<file path="src/design/sbsh_pkg.sv">
// Shared types, constants and round functions for the SHA-256 byte stream hasher.
package sbsh_pkg;

    localparam int WORD_W = 32;
    localparam int BLOCK_W = 512;
    localparam int LEN_W = 64;
    localparam logic [5:0] LEN_SLOT = 6'd56;
    localparam logic [5:0] LAST_SLOT = 6'd63;
    localparam logic [7:0] PAD_BYTE = 8'h80;

    localparam logic FUNC_APPEND = 1'b0;
    localparam logic FUNC_FINISH = 1'b1;

    typedef enum logic [2:0] {
        ST_IDLE,
        ST_PAD,
        ST_COMP,
        ST_ADD,
        ST_EMIT
    } state_t;

    typedef enum logic [1:0] {
        BYTE_DATA,
        BYTE_PAD,
        BYTE_ZERO
    } byte_sel_t;

    typedef struct packed {
        logic      push;
        byte_sel_t byte_sel;
        logic      count_bits;
        logic      load_len;
        logic      load_vars;
        logic      round_step;
        logic      hash_add;
        logic      emit_adv;
        logic      restart;
    } cmd_t;

    typedef struct packed {
        logic [5:0] pending;
        logic       round_last;
        logic       word_last;
    } stat_t;

    function automatic logic [31:0] rotr(input logic [31:0] x, input int r);
        rotr = (x >> r) | (x << (32 - r));
    endfunction

    function automatic logic [31:0] big_sigma0(input logic [31:0] x);
        big_sigma0 = rotr(x, 2) ^ rotr(x, 13) ^ rotr(x, 22);
    endfunction

    function automatic logic [31:0] big_sigma1(input logic [31:0] x);
        big_sigma1 = rotr(x, 6) ^ rotr(x, 11) ^ rotr(x, 25);
    endfunction

    function automatic logic [31:0] small_sigma0(input logic [31:0] x);
        small_sigma0 = rotr(x, 7) ^ rotr(x, 18) ^ (x >> 3);
    endfunction

    function automatic logic [31:0] small_sigma1(input logic [31:0] x);
        small_sigma1 = rotr(x, 17) ^ rotr(x, 19) ^ (x >> 10);
    endfunction

    function automatic logic [31:0] init_hash(input logic [2:0] i);
        case (i)
            3'd0:    init_hash = 32'h6a09e667;
            3'd1:    init_hash = 32'hbb67ae85;
            3'd2:    init_hash = 32'h3c6ef372;
            3'd3:    init_hash = 32'ha54ff53a;
            3'd4:    init_hash = 32'h510e527f;
            3'd5:    init_hash = 32'h9b05688c;
            3'd6:    init_hash = 32'h1f83d9ab;
            default: init_hash = 32'h5be0cd19;
        endcase
    endfunction

    function automatic logic [31:0] round_k(input logic [5:0] i);
        case (i)
            6'd0:  round_k = 32'h428a2f98;
            6'd1:  round_k = 32'h71374491;
            6'd2:  round_k = 32'hb5c0fbcf;
            6'd3:  round_k = 32'he9b5dba5;
            6'd4:  round_k = 32'h3956c25b;
            6'd5:  round_k = 32'h59f111f1;
            6'd6:  round_k = 32'h923f82a4;
            6'd7:  round_k = 32'hab1c5ed5;
            6'd8:  round_k = 32'hd807aa98;
            6'd9:  round_k = 32'h12835b01;
            6'd10: round_k = 32'h243185be;
            6'd11: round_k = 32'h550c7dc3;
            6'd12: round_k = 32'h72be5d74;
            6'd13: round_k = 32'h80deb1fe;
            6'd14: round_k = 32'h9bdc06a7;
            6'd15: round_k = 32'hc19bf174;
            6'd16: round_k = 32'he49b69c1;
            6'd17: round_k = 32'hefbe4786;
            6'd18: round_k = 32'h0fc19dc6;
            6'd19: round_k = 32'h240ca1cc;
            6'd20: round_k = 32'h2de92c6f;
            6'd21: round_k = 32'h4a7484aa;
            6'd22: round_k = 32'h5cb0a9dc;
            6'd23: round_k = 32'h76f988da;
            6'd24: round_k = 32'h983e5152;
            6'd25: round_k = 32'ha831c66d;
            6'd26: round_k = 32'hb00327c8;
            6'd27: round_k = 32'hbf597fc7;
            6'd28: round_k = 32'hc6e00bf3;
            6'd29: round_k = 32'hd5a79147;
            6'd30: round_k = 32'h06ca6351;
            6'd31: round_k = 32'h14292967;
            6'd32: round_k = 32'h27b70a85;
            6'd33: round_k = 32'h2e1b2138;
            6'd34: round_k = 32'h4d2c6dfc;
            6'd35: round_k = 32'h53380d13;
            6'd36: round_k = 32'h650a7354;
            6'd37: round_k = 32'h766a0abb;
            6'd38: round_k = 32'h81c2c92e;
            6'd39: round_k = 32'h92722c85;
            6'd40: round_k = 32'ha2bfe8a1;
            6'd41: round_k = 32'ha81a664b;
            6'd42: round_k = 32'hc24b8b70;
            6'd43: round_k = 32'hc76c51a3;
            6'd44: round_k = 32'hd192e819;
            6'd45: round_k = 32'hd6990624;
            6'd46: round_k = 32'hf40e3585;
            6'd47: round_k = 32'h106aa070;
            6'd48: round_k = 32'h19a4c116;
            6'd49: round_k = 32'h1e376c08;
            6'd50: round_k = 32'h2748774c;
            6'd51: round_k = 32'h34b0bcb5;
            6'd52: round_k = 32'h391c0cb3;
            6'd53: round_k = 32'h4ed8aa4a;
            6'd54: round_k = 32'h5b9cca4f;
            6'd55: round_k = 32'h682e6ff3;
            6'd56: round_k = 32'h748f82ee;
            6'd57: round_k = 32'h78a5636f;
            6'd58: round_k = 32'h84c87814;
            6'd59: round_k = 32'h8cc70208;
            6'd60: round_k = 32'h90befffa;
            6'd61: round_k = 32'ha4506ceb;
            6'd62: round_k = 32'hbef9a3f7;
            default: round_k = 32'hc67178f2;
        endcase
    endfunction

endpackage

</file>
<file path="src/design/sbsh_dpath.sv">
// Datapath: block window, message schedule, round unit, hash state and counters.
module sbsh_dpath (
    input  logic                aclk,
    input  logic                aresetn,
    input  sbsh_pkg::cmd_t      cmd,
    input  logic [7:0]          data_byte,
    output sbsh_pkg::stat_t     st,
    output logic [31:0]         digest_word,
    output logic [2:0]          word_index
);

    logic [sbsh_pkg::BLOCK_W-1:0] win_reg;
    logic [sbsh_pkg::BLOCK_W-1:0] win_next;
    logic [5:0]                   pend_reg;
    logic [sbsh_pkg::LEN_W-1:0]   bits_reg;
    logic [31:0]                  hash_reg [8];
    logic [31:0]                  v_reg [8];
    logic [5:0]                   rnd_reg;
    logic [2:0]                   idx_reg;

    logic [7:0]  push_byte;
    logic [31:0] w0, w1, w9, w14, w_new;
    logic [31:0] t1, t2;

    always_comb begin
        case (cmd.byte_sel)
            sbsh_pkg::BYTE_DATA: push_byte = data_byte;
            sbsh_pkg::BYTE_PAD:  push_byte = sbsh_pkg::PAD_BYTE;
            default:             push_byte = 8'h00;
        endcase
    end

    assign w0  = win_reg[511:480];
    assign w1  = win_reg[479:448];
    assign w9  = win_reg[223:192];
    assign w14 = win_reg[63:32];
    assign w_new = w0 + sbsh_pkg::small_sigma0(w1) + w9 + sbsh_pkg::small_sigma1(w14);

    assign t1 = v_reg[7] + sbsh_pkg::big_sigma1(v_reg[4])
              + ((v_reg[4] & v_reg[5]) ^ (~v_reg[4] & v_reg[6]))
              + sbsh_pkg::round_k(rnd_reg) + w0;
    assign t2 = sbsh_pkg::big_sigma0(v_reg[0])
              + ((v_reg[0] & v_reg[1]) ^ (v_reg[0] & v_reg[2]) ^ (v_reg[1] & v_reg[2]));

    always_comb begin
        win_next = win_reg;
        if (cmd.push) begin
            win_next = {win_reg[503:0], push_byte};
        end else if (cmd.load_len) begin
            win_next = {win_reg[447:0], bits_reg};
        end else if (cmd.round_step) begin
            win_next = {win_reg[479:0], w_new};
        end
    end

    always_ff @(posedge aclk) begin
        win_reg <= win_next;
        if (cmd.load_vars) begin
            for (int i = 0; i < 8; i++) begin
                v_reg[i] <= hash_reg[i];
            end
        end else if (cmd.round_step) begin
            v_reg[7] <= v_reg[6];
            v_reg[6] <= v_reg[5];
            v_reg[5] <= v_reg[4];
            v_reg[4] <= v_reg[3] + t1;
            v_reg[3] <= v_reg[2];
            v_reg[2] <= v_reg[1];
            v_reg[1] <= v_reg[0];
            v_reg[0] <= t1 + t2;
        end
    end

    always_ff @(posedge aclk) begin
        if (!aresetn) begin
            pend_reg <= '0;
            bits_reg <= '0;
            rnd_reg  <= '0;
            idx_reg  <= '0;
            for (int i = 0; i < 8; i++) begin
                hash_reg[i] <= sbsh_pkg::init_hash(3'(i));
            end
        end else begin
            if (cmd.restart) begin
                pend_reg <= '0;
                bits_reg <= '0;
                for (int i = 0; i < 8; i++) begin
                    hash_reg[i] <= sbsh_pkg::init_hash(3'(i));
                end
            end else begin
                if (cmd.push) begin
                    pend_reg <= pend_reg + 6'd1;
                end else if (cmd.load_len) begin
                    pend_reg <= '0;
                end
                if (cmd.count_bits) begin
                    bits_reg <= bits_reg + 64'd8;
                end
                if (cmd.hash_add) begin
                    for (int i = 0; i < 8; i++) begin
                        hash_reg[i] <= hash_reg[i] + v_reg[i];
                    end
                end
            end
            if (cmd.load_vars) begin
                rnd_reg <= '0;
            end else if (cmd.round_step) begin
                rnd_reg <= rnd_reg + 6'd1;
            end
            if (cmd.emit_adv) begin
                idx_reg <= idx_reg + 3'd1;
            end
        end
    end

    assign st.pending    = pend_reg;
    assign st.round_last = (rnd_reg == 6'd63);
    assign st.word_last  = (idx_reg == 3'd7);
    assign digest_word   = hash_reg[idx_reg];
    assign word_index    = idx_reg;

    a_len_slot: assert property (@(posedge aclk) disable iff (!aresetn)
        cmd.load_len |-> pend_reg == sbsh_pkg::LEN_SLOT)
        else $error("length loaded away from its slot");

    a_round_wrap: assert property (@(posedge aclk) disable iff (!aresetn)
        cmd.round_step && rnd_reg == 6'd63 |=> pend_reg == 6'd0)
        else $error("compressed block left bytes pending");

endmodule

</file>
<file path="src/design/sbsh_ctrl.sv">
// Controller: sequences byte intake, padding, compression rounds and digest output.
module sbsh_ctrl (
    input  logic             aclk,
    input  logic             aresetn,
    input  logic             in_valid,
    input  logic             in_func,
    output logic             in_ready,
    output logic             out_valid,
    input  logic             out_ready,
    input  sbsh_pkg::stat_t  st,
    output sbsh_pkg::cmd_t   cmd
);

    sbsh_pkg::state_t state_reg, state_next;
    logic fin_reg, fin_next;
    logic len_reg, len_next;

    always_ff @(posedge aclk) begin
        if (!aresetn) begin
            state_reg <= sbsh_pkg::ST_IDLE;
            fin_reg   <= 1'b0;
            len_reg   <= 1'b0;
        end else begin
            state_reg <= state_next;
            fin_reg   <= fin_next;
            len_reg   <= len_next;
        end
    end

    always_comb begin
        state_next = state_reg;
        fin_next   = fin_reg;
        len_next   = len_reg;
        in_ready   = 1'b0;
        out_valid  = 1'b0;
        cmd        = '0;
        cmd.byte_sel = sbsh_pkg::BYTE_ZERO;
        case (state_reg)
            sbsh_pkg::ST_IDLE: begin
                in_ready = 1'b1;
                if (in_valid) begin
                    cmd.push = 1'b1;
                    if (in_func == sbsh_pkg::FUNC_APPEND) begin
                        cmd.byte_sel   = sbsh_pkg::BYTE_DATA;
                        cmd.count_bits = 1'b1;
                    end else begin
                        cmd.byte_sel = sbsh_pkg::BYTE_PAD;
                        fin_next     = 1'b1;
                    end
                    if (st.pending == sbsh_pkg::LAST_SLOT) begin
                        cmd.load_vars = 1'b1;
                        state_next    = sbsh_pkg::ST_COMP;
                    end else if (in_func == sbsh_pkg::FUNC_FINISH) begin
                        state_next = sbsh_pkg::ST_PAD;
                    end
                end
            end
            sbsh_pkg::ST_PAD: begin
                if (st.pending == sbsh_pkg::LEN_SLOT) begin
                    cmd.load_len  = 1'b1;
                    cmd.load_vars = 1'b1;
                    len_next      = 1'b1;
                    state_next    = sbsh_pkg::ST_COMP;
                end else begin
                    cmd.push = 1'b1;
                    if (st.pending == sbsh_pkg::LAST_SLOT) begin
                        cmd.load_vars = 1'b1;
                        state_next    = sbsh_pkg::ST_COMP;
                    end
                end
            end
            sbsh_pkg::ST_COMP: begin
                cmd.round_step = 1'b1;
                if (st.round_last) begin
                    state_next = sbsh_pkg::ST_ADD;
                end
            end
            sbsh_pkg::ST_ADD: begin
                cmd.hash_add = 1'b1;
                if (len_reg) begin
                    state_next = sbsh_pkg::ST_EMIT;
                end else if (fin_reg) begin
                    state_next = sbsh_pkg::ST_PAD;
                end else begin
                    state_next = sbsh_pkg::ST_IDLE;
                end
            end
            sbsh_pkg::ST_EMIT: begin
                out_valid = 1'b1;
                if (out_ready) begin
                    cmd.emit_adv = 1'b1;
                    if (st.word_last) begin
                        cmd.restart = 1'b1;
                        fin_next    = 1'b0;
                        len_next    = 1'b0;
                        state_next  = sbsh_pkg::ST_IDLE;
                    end
                end
            end
            default: begin
                state_next = sbsh_pkg::ST_IDLE;
            end
        endcase
    end

    a_one_side: assert property (@(posedge aclk) disable iff (!aresetn)
        !(in_ready && out_valid))
        else $error("intake and output active together");

    a_comp_exit: assert property (@(posedge aclk) disable iff (!aresetn)
        state_reg == sbsh_pkg::ST_COMP |=>
            state_reg == sbsh_pkg::ST_COMP || state_reg == sbsh_pkg::ST_ADD)
        else $error("compression left early");

    a_last_beat: assert property (@(posedge aclk) disable iff (!aresetn)
        out_valid && out_ready && st.word_last |=>
            state_reg == sbsh_pkg::ST_IDLE && !fin_reg && !len_reg)
        else $error("not idle after last digest beat");

    a_len_then_emit: assert property (@(posedge aclk) disable iff (!aresetn)
        state_reg == sbsh_pkg::ST_EMIT |-> fin_reg && len_reg)
        else $error("digest output before length block");

endmodule

</file>
<file path="src/design/sha256_byte_stream_hasher.sv">
// Top level of the SHA-256 byte stream hasher: controller plus datapath.
// Append beat: every 64th byte starts a compression (64 rounds, one hash add).
// Finish beat: 0x80 is pushed, then zero pad bytes up to byte 56, then the length, and
// the block is compressed (twice when 56 or more bytes pend),
// then eight output beats, one per cycle while m_tready is high.
// Synchronous active-low reset loads the initial hash and clears byte and bit counts.
module sha256_byte_stream_hasher (
    input  logic        aclk,
    input  logic        aresetn,
    input  logic        s_tvalid,
    output logic        s_tready,
    input  logic [7:0]  s_tdata,   // [7:0] data_byte
    input  logic        s_tuser,   // [0] func
    output logic        m_tvalid,
    input  logic        m_tready,
    output logic [39:0] m_tdata,   // [31:0] digest_word, [34:32] word_index, [39:35] zero
    output logic        m_tlast
);

    sbsh_pkg::cmd_t  cmd;
    sbsh_pkg::stat_t st;
    logic [31:0]     digest_word;
    logic [2:0]      word_index;

    sbsh_ctrl u_ctrl (
        .aclk      (aclk),
        .aresetn   (aresetn),
        .in_valid  (s_tvalid),
        .in_func   (s_tuser),
        .in_ready  (s_tready),
        .out_valid (m_tvalid),
        .out_ready (m_tready),
        .st        (st),
        .cmd       (cmd)
    );

    sbsh_dpath u_dpath (
        .aclk        (aclk),
        .aresetn     (aresetn),
        .cmd         (cmd),
        .data_byte   (s_tdata),
        .st          (st),
        .digest_word (digest_word),
        .word_index  (word_index)
    );

    assign m_tdata = {5'd0, word_index, digest_word};
    assign m_tlast = st.word_last;

endmodule

</file>
<file path="config.mk">
export PLATFORM = sky130hd
export DESIGN_NAME = sha256_byte_stream_hasher
export DESIGN_NICKNAME = d
export VERILOG_FILES = /design/src/design/sbsh_pkg.sv /design/src/design/sbsh_dpath.sv /design/src/design/sbsh_ctrl.sv /design/src/design/sha256_byte_stream_hasher.sv
export SDC_FILE = /design/constraint.sdc
export NUM_CORES = 2
export LEC_CHECK = 0
export BUFFER_PORTS_ARGS = -buffer_cell sky130_fd_sc_hd__buf_2
export CORE_MARGIN = 1.5
export CORE_UTILIZATION = 60
export CTS_BUF_LIST = sky130_fd_sc_hd__clkbuf_8 sky130_fd_sc_hd__clkbuf_16
export CTS_CLUSTER_SIZE = 30
export DETAILED_ROUTE_END_ITERATION = 12
export PLACE_DENSITY = 0.76
export REMOVE_ABC_BUFFERS = 1
export SETUP_SLACK_MARGIN = 0.2
export SLEW_MARGIN = 20
export SYNTH_ARGS = -nofsm -noshare
export SYNTH_HDL_FRONTEND = slang
export SYNTH_HIERARCHICAL = 1
export SYNTH_SLANG_ARGS = --single-unit
</file>
<file path="constraint.sdc">
create_clock -name aclk -period 20.9 [get_ports aclk]
set_clock_uncertainty 0.05 [all_clocks]
set_input_delay 2.09 -clock aclk [delete_from_list [all_inputs] [get_ports aclk]]
set_output_delay 2.09 -clock aclk [all_outputs]
set_load 0.01 [all_outputs]
</file>
* Word level (Yosys, flattened, before mapping)
Memories as Yosys holds them, arrays and structs flattened. A register that Yosys moved wholly into a read port is not among the register bits. Cells that the tools add are included.
Cells by class: bitwise logic cells 52, mux-type cells 108, reductions and logical operators 11, add/sub/neg operators 22, eq/ne operators 17
Operators with widths (number):
- $mux 32 | 48
- $mux 512 | 3
- $add 32x32->32 | 18
- $xor 32x32->32 | 9
- $and 32x32->32 | 5
- $add 64x4->64 const B | 1
- $mux 3 | 12
- $mux 1 | 32
- $not 32->32 | 1
- $or 10x32->32 | 1
- $or 13x32->32 | 1
- $or 14x32->32 | 1
- $or 15x32->32 | 1
- $or 19x32->32 | 1
- $or 21x32->32 | 1
- $or 25x32->32 | 1
- $or 26x32->32 | 1
- $or 30x32->32 | 1
- $or 7x32->32 | 1
- $xor 32x22->32 | 1
- $xor 32x29->32 | 1
- $mux 6 | 4
- $or 1x1->1 | 24
- $eq 6x6->1 const B | 3
- 24 further kinds | 38
Word-level totals: word-level logic and storage cells 221, bits in writable memories 512, bits in registers 596, memories 3, memory bits (read-only) 2048
Memory list:
- (name not given) | depth 64, bits a word 32, read ports 1, clocked after Yosys merged registers in 1, wr ports 0, line sbsh_pkg.sv:80 | case (i)
- u_dpath.hash_reg | depth 8, bits a word 32, read ports 9, clocked after Yosys merged registers in 1, wr ports 8, line sbsh_dpath.sv:16 | logic [31:0] hash_reg [8];
- u_dpath.v_reg | depth 8, bits a word 32, read ports 8, clocked after Yosys merged registers in 0, wr ports 8, line sbsh_dpath.sv:17 | logic [31:0] v_reg [8];

* Depth between registers and ports, before layout
An unclocked memory read counts as a cell.
word-level depth 10, mapped depth 35, mapped depth without buffers 34

* Cells and area by module
The synthesis kept the hierarchy.
Modules (own cells, without submodules):
- sbsh_dpath | area an instance 78779.3 um2, cells each 7729, sequential area each 32651.3 um2, instances 1
- sbsh_ctrl | area an instance 405.4 um2, cells each 48, sequential area each 100.1 um2, instances 1
- sha256_byte_stream_hasher | area an instance 41.3 um2, cells each 6, sequential area each 0.0 um2, instances 1

* Worst setup path after synthesis
Ideal clock, no wire load.
path kind in2reg, from input port s_tvalid, to register u_dpath/win_reg[0] in the netlist's numbering (enable), path buffers 3, data arrival time 13.897 ns, slack 6.043 ns, setup time 0.910 ns, stages 6, data required time 19.940 ns, path through nand2_1 > nand2_1 > clkbuf_1 > clkbuf_1 > clkbuf_1 > or3_1
RTL lines:
- start, declared | line sha256_byte_stream_hasher.sv:10 | input logic s_tvalid,
- end signal, assigned | line sbsh_dpath.sv:57 | win_reg <= win_next;
- end, declared | line sbsh_dpath.sv:12 | logic [sbsh_pkg::BLOCK_W-1:0] win_reg;

==> metrics.md <==
| Metric | Value |
|---|---|
| CTS Hold Bufs | `0` |
| Crit-path slowest cell | `edfxtp_1` |
| Pre-CTS setup slack | `about 12 ns` |
| Setup_tns | `0 ns` |
| Clock Sinks | `1,140` |
| Outcome | `complete, no violations` |
| Slew @ Worst Pin | `roughly 1.1 ns` |
| Layout area overhead | `7.22%` |
| Sequential area share after synthesis | `0.413` |
| Initial core utilization | `0.603` |
| Critical path launch point type | `flop` |
| Final nets | `8,198` |
| Placement Cell Area | `around 0.08 mm²` |
| Critical path's largest stage delay | `0.61 ns` |
| Slew HR | `0.238` |
| Commonest cells post-synth | `edfxtp_1 (992), nand2_1 (901), o21ai_0 (828)` |
| Layout cells sized above 1 | `0.0876` |
| Fillers | `10,400` |
| DRT iter0 DRCs | `about 6,300` |
| Fmax | `117 MHz` |
| Number of flops mapped to enable cells by yosys | `around 990` |
| Routed len/inst | `around 25 µm` |
| Worst path required time | `roughly 21 ns` |
| Post_cts resized | `0` |
| CTS tree | `yes` |
| RSZ-0062 raised after global routing | `false` |
| Die area | `0.134 mm²` |
| Critical path peak fanout | `6` |
| Setup CP Type | `flop to flop` |
| Die Span Y | `between 300 and 400 µm` |
| First-pass GRT wire length | `between 300,000 and 400,000 µm` |
| Final Hold Viols | `0` |
| CTS H-tree depth | `4` |
| Port Buffers | `50` |
| Num ports | `56` |
| Wire length on met3 | `16,600 µm` |
| Met2 Wirelength | `roughly 110,000 µm` |
| Post CTS Setup Buffer Count | `0` |
| Dpl hpwl | `about 170,000 µm` |
| Later-pin clock latency in the skew report | `~0.8 ns` |
| Fin crit share | `0.409` |
| # diodes | `0` |
| Max reg flops | `about 500` |
| Number of global-route vias before repair | `58,200` |
| Final Cell Area | `roughly 0.085 mm²` |
| Vias per cell | `6.39` |
| Wl on met1 | `approximately 96,000 µm` |
| Core footprint | `~0.13 mm²` |
| DR top layer | `met5` |
| Setup violations, final | `0` |
| Max cap viols | `0` |
| Area leader, netlist | `edfxtp_1` |
| Critical path endpoint category | `flop` |
| Total Routing Usage GR | `0.345` |
| Drt first pass iters | `6` |
| Syn avg cell area | `10.2 µm²` |
| CTS root buffer | `clkbuf_16` |
| DRC | `0` |
| Slew Limit Fails | `0` |
| Reg clk slew, reported paths | `about 0.060 ns` |
| Library cells used by synthesis | `between 90 and 100` |
| Post-synth design cell area | `0.0792 mm²` |
| Post-synth ARST share | `0` |
| Die X | `~370 µm` |
| Top_reg_cell synth | `edfxtp_1` |
| Worst hold path class | `flop to flop` |
| TritonCTS Buffers | `between 100 and 150` |
| Vias post-DR | `60,400` |
| Largest net degree at the start of global routing | `~160` |
| WL final | `between 200,000 and 250,000 µm` |
| Yosys top cell area share | `0.376` |
| GP Congestion | `between 0.9 and 1` |
| Yosys warning total | `6` |
| Crit path time final | `8.56 ns` |
| Max clock buf depth | `3` |
| Most common cell in the netlist | `edfxtp_1` |
| Number of antenna violations at the first check in global routing | `6` |
| Setup ws final | `between 10 and 15 ns` |
| Mapped Cells | `approximately 7,800` |
| Arrival @ worst endpoint | `9.00 ns` |
| Top cells by area, synth | `edfxtp_1 (38%), mux2i_1 (6.4%), ha_1 (6.2%)` |
| Post-DRT Antenna Nets | `0` |
| Row count | `roughly 130` |
| Cell mode on critical path | `fa_1` |
| GRT Residual Overflow | `0` |
| FF+latch count, synth | `~1,100` |
layout make-up:
cell class / instances / area (µm²) / share of cell area
multi-input cells: 5750 / 43200 / 0.508
flip-flops and latches: 1140 / 32800 / 0.386
clock buffers: 149 / 3580 / 0.0422
well taps: 1755 / 2200 / 0.0259
inverters: 453 / 1700 / 0.0200
repair buffers: 119 / 806 / 0.00949
clock inverters: 95 / 737 / 0.00868
stage by stage:
step	hold slack, ns	utilization	std cells
after floorplan	0.409	-	7343
after global placement	0.434	0.614	9217
after detailed placement	0.444	0.614	9217
after CTS	0.453	0.647	9461
after global routing	0.471	0.647	9461
final	0.448	0.647	9461
kinds of logic (layout without fill, tap and decap cells):
logic type      count (synthesis)  in the layout  share of synthesized area
compound gates               1876           1876                      0.143
xor+xnor                      620            620                     0.0685
fa+ha+maj                     593            593                      0.112
buf+inv                       897            816                     0.0429
flops                        1140           1140                      0.413
mux                           820            820                      0.118
other cells                     1              5                  0.0000473
simple gates                 1836           1836                      0.103
metal layers:
layer	vias up	global-route usage
met3	565	0.0493
met2	2532	0.569
met5	-	0
li1	27600	-
met4	4	0.159
met1	29700	0.451
final timing paths:
check	start	endpoint	slack, ns	cells past startpoint
worst max-delay path	u_dpath/v_reg[2][26]	u_dpath/v_reg[0][31]	12.34	31
worst min-delay path	u_dpath/bits_reg[8]	u_dpath/bits_reg[8]	0.45	2
worst max register to register	u_dpath/v_reg[2][26]	u_dpath/v_reg[0][31]	12.34	31
worst min register to register	u_dpath/bits_reg[8]	u_dpath/bits_reg[8]	0.45	2
critical path: cells and delay by family (launching register included):
kind                     cells  cell delay (ns)
AO/OA/AOI/OAI               14             2.89
XOR/XNOR                     4             0.85
adder cells (fa/ha/maj)      7             2.88
buffers and inverters        4             0.26
flip-flops                   1             0.61
AND/OR/NAND/NOR              2             0.72
cell usage in the layout, fill, tap and decap left out, types with 40 or more instances in the layout:
cell type and count:
a211oi_1 54, a21o_1 183, a21oi_1 359, a31oi_1 45, and3_1 49, buf_2 50
buf_4 66, clkbuf_16 136, dfxtp_1 145, edfxtp_1 992, fa_1 195, ha_1 394
inv_1 470, mux2_2 249, mux2i_1 507, mux4_2 64, nand2_1 899, nand2b_1 67
nand3_1 97, nand4_1 40, nor2_1 402, nor2b_1 49, nor3_1 85, o211ai_1 47
o21a_1 75, o21ai_0 828, o21bai_1 47, or3_1 43, xnor2_1 340, xor2_1 280
Power is left out: the tool's default activity adds up to more than one toggle a clock period on the data nets, which glitch-free logic cannot reach.
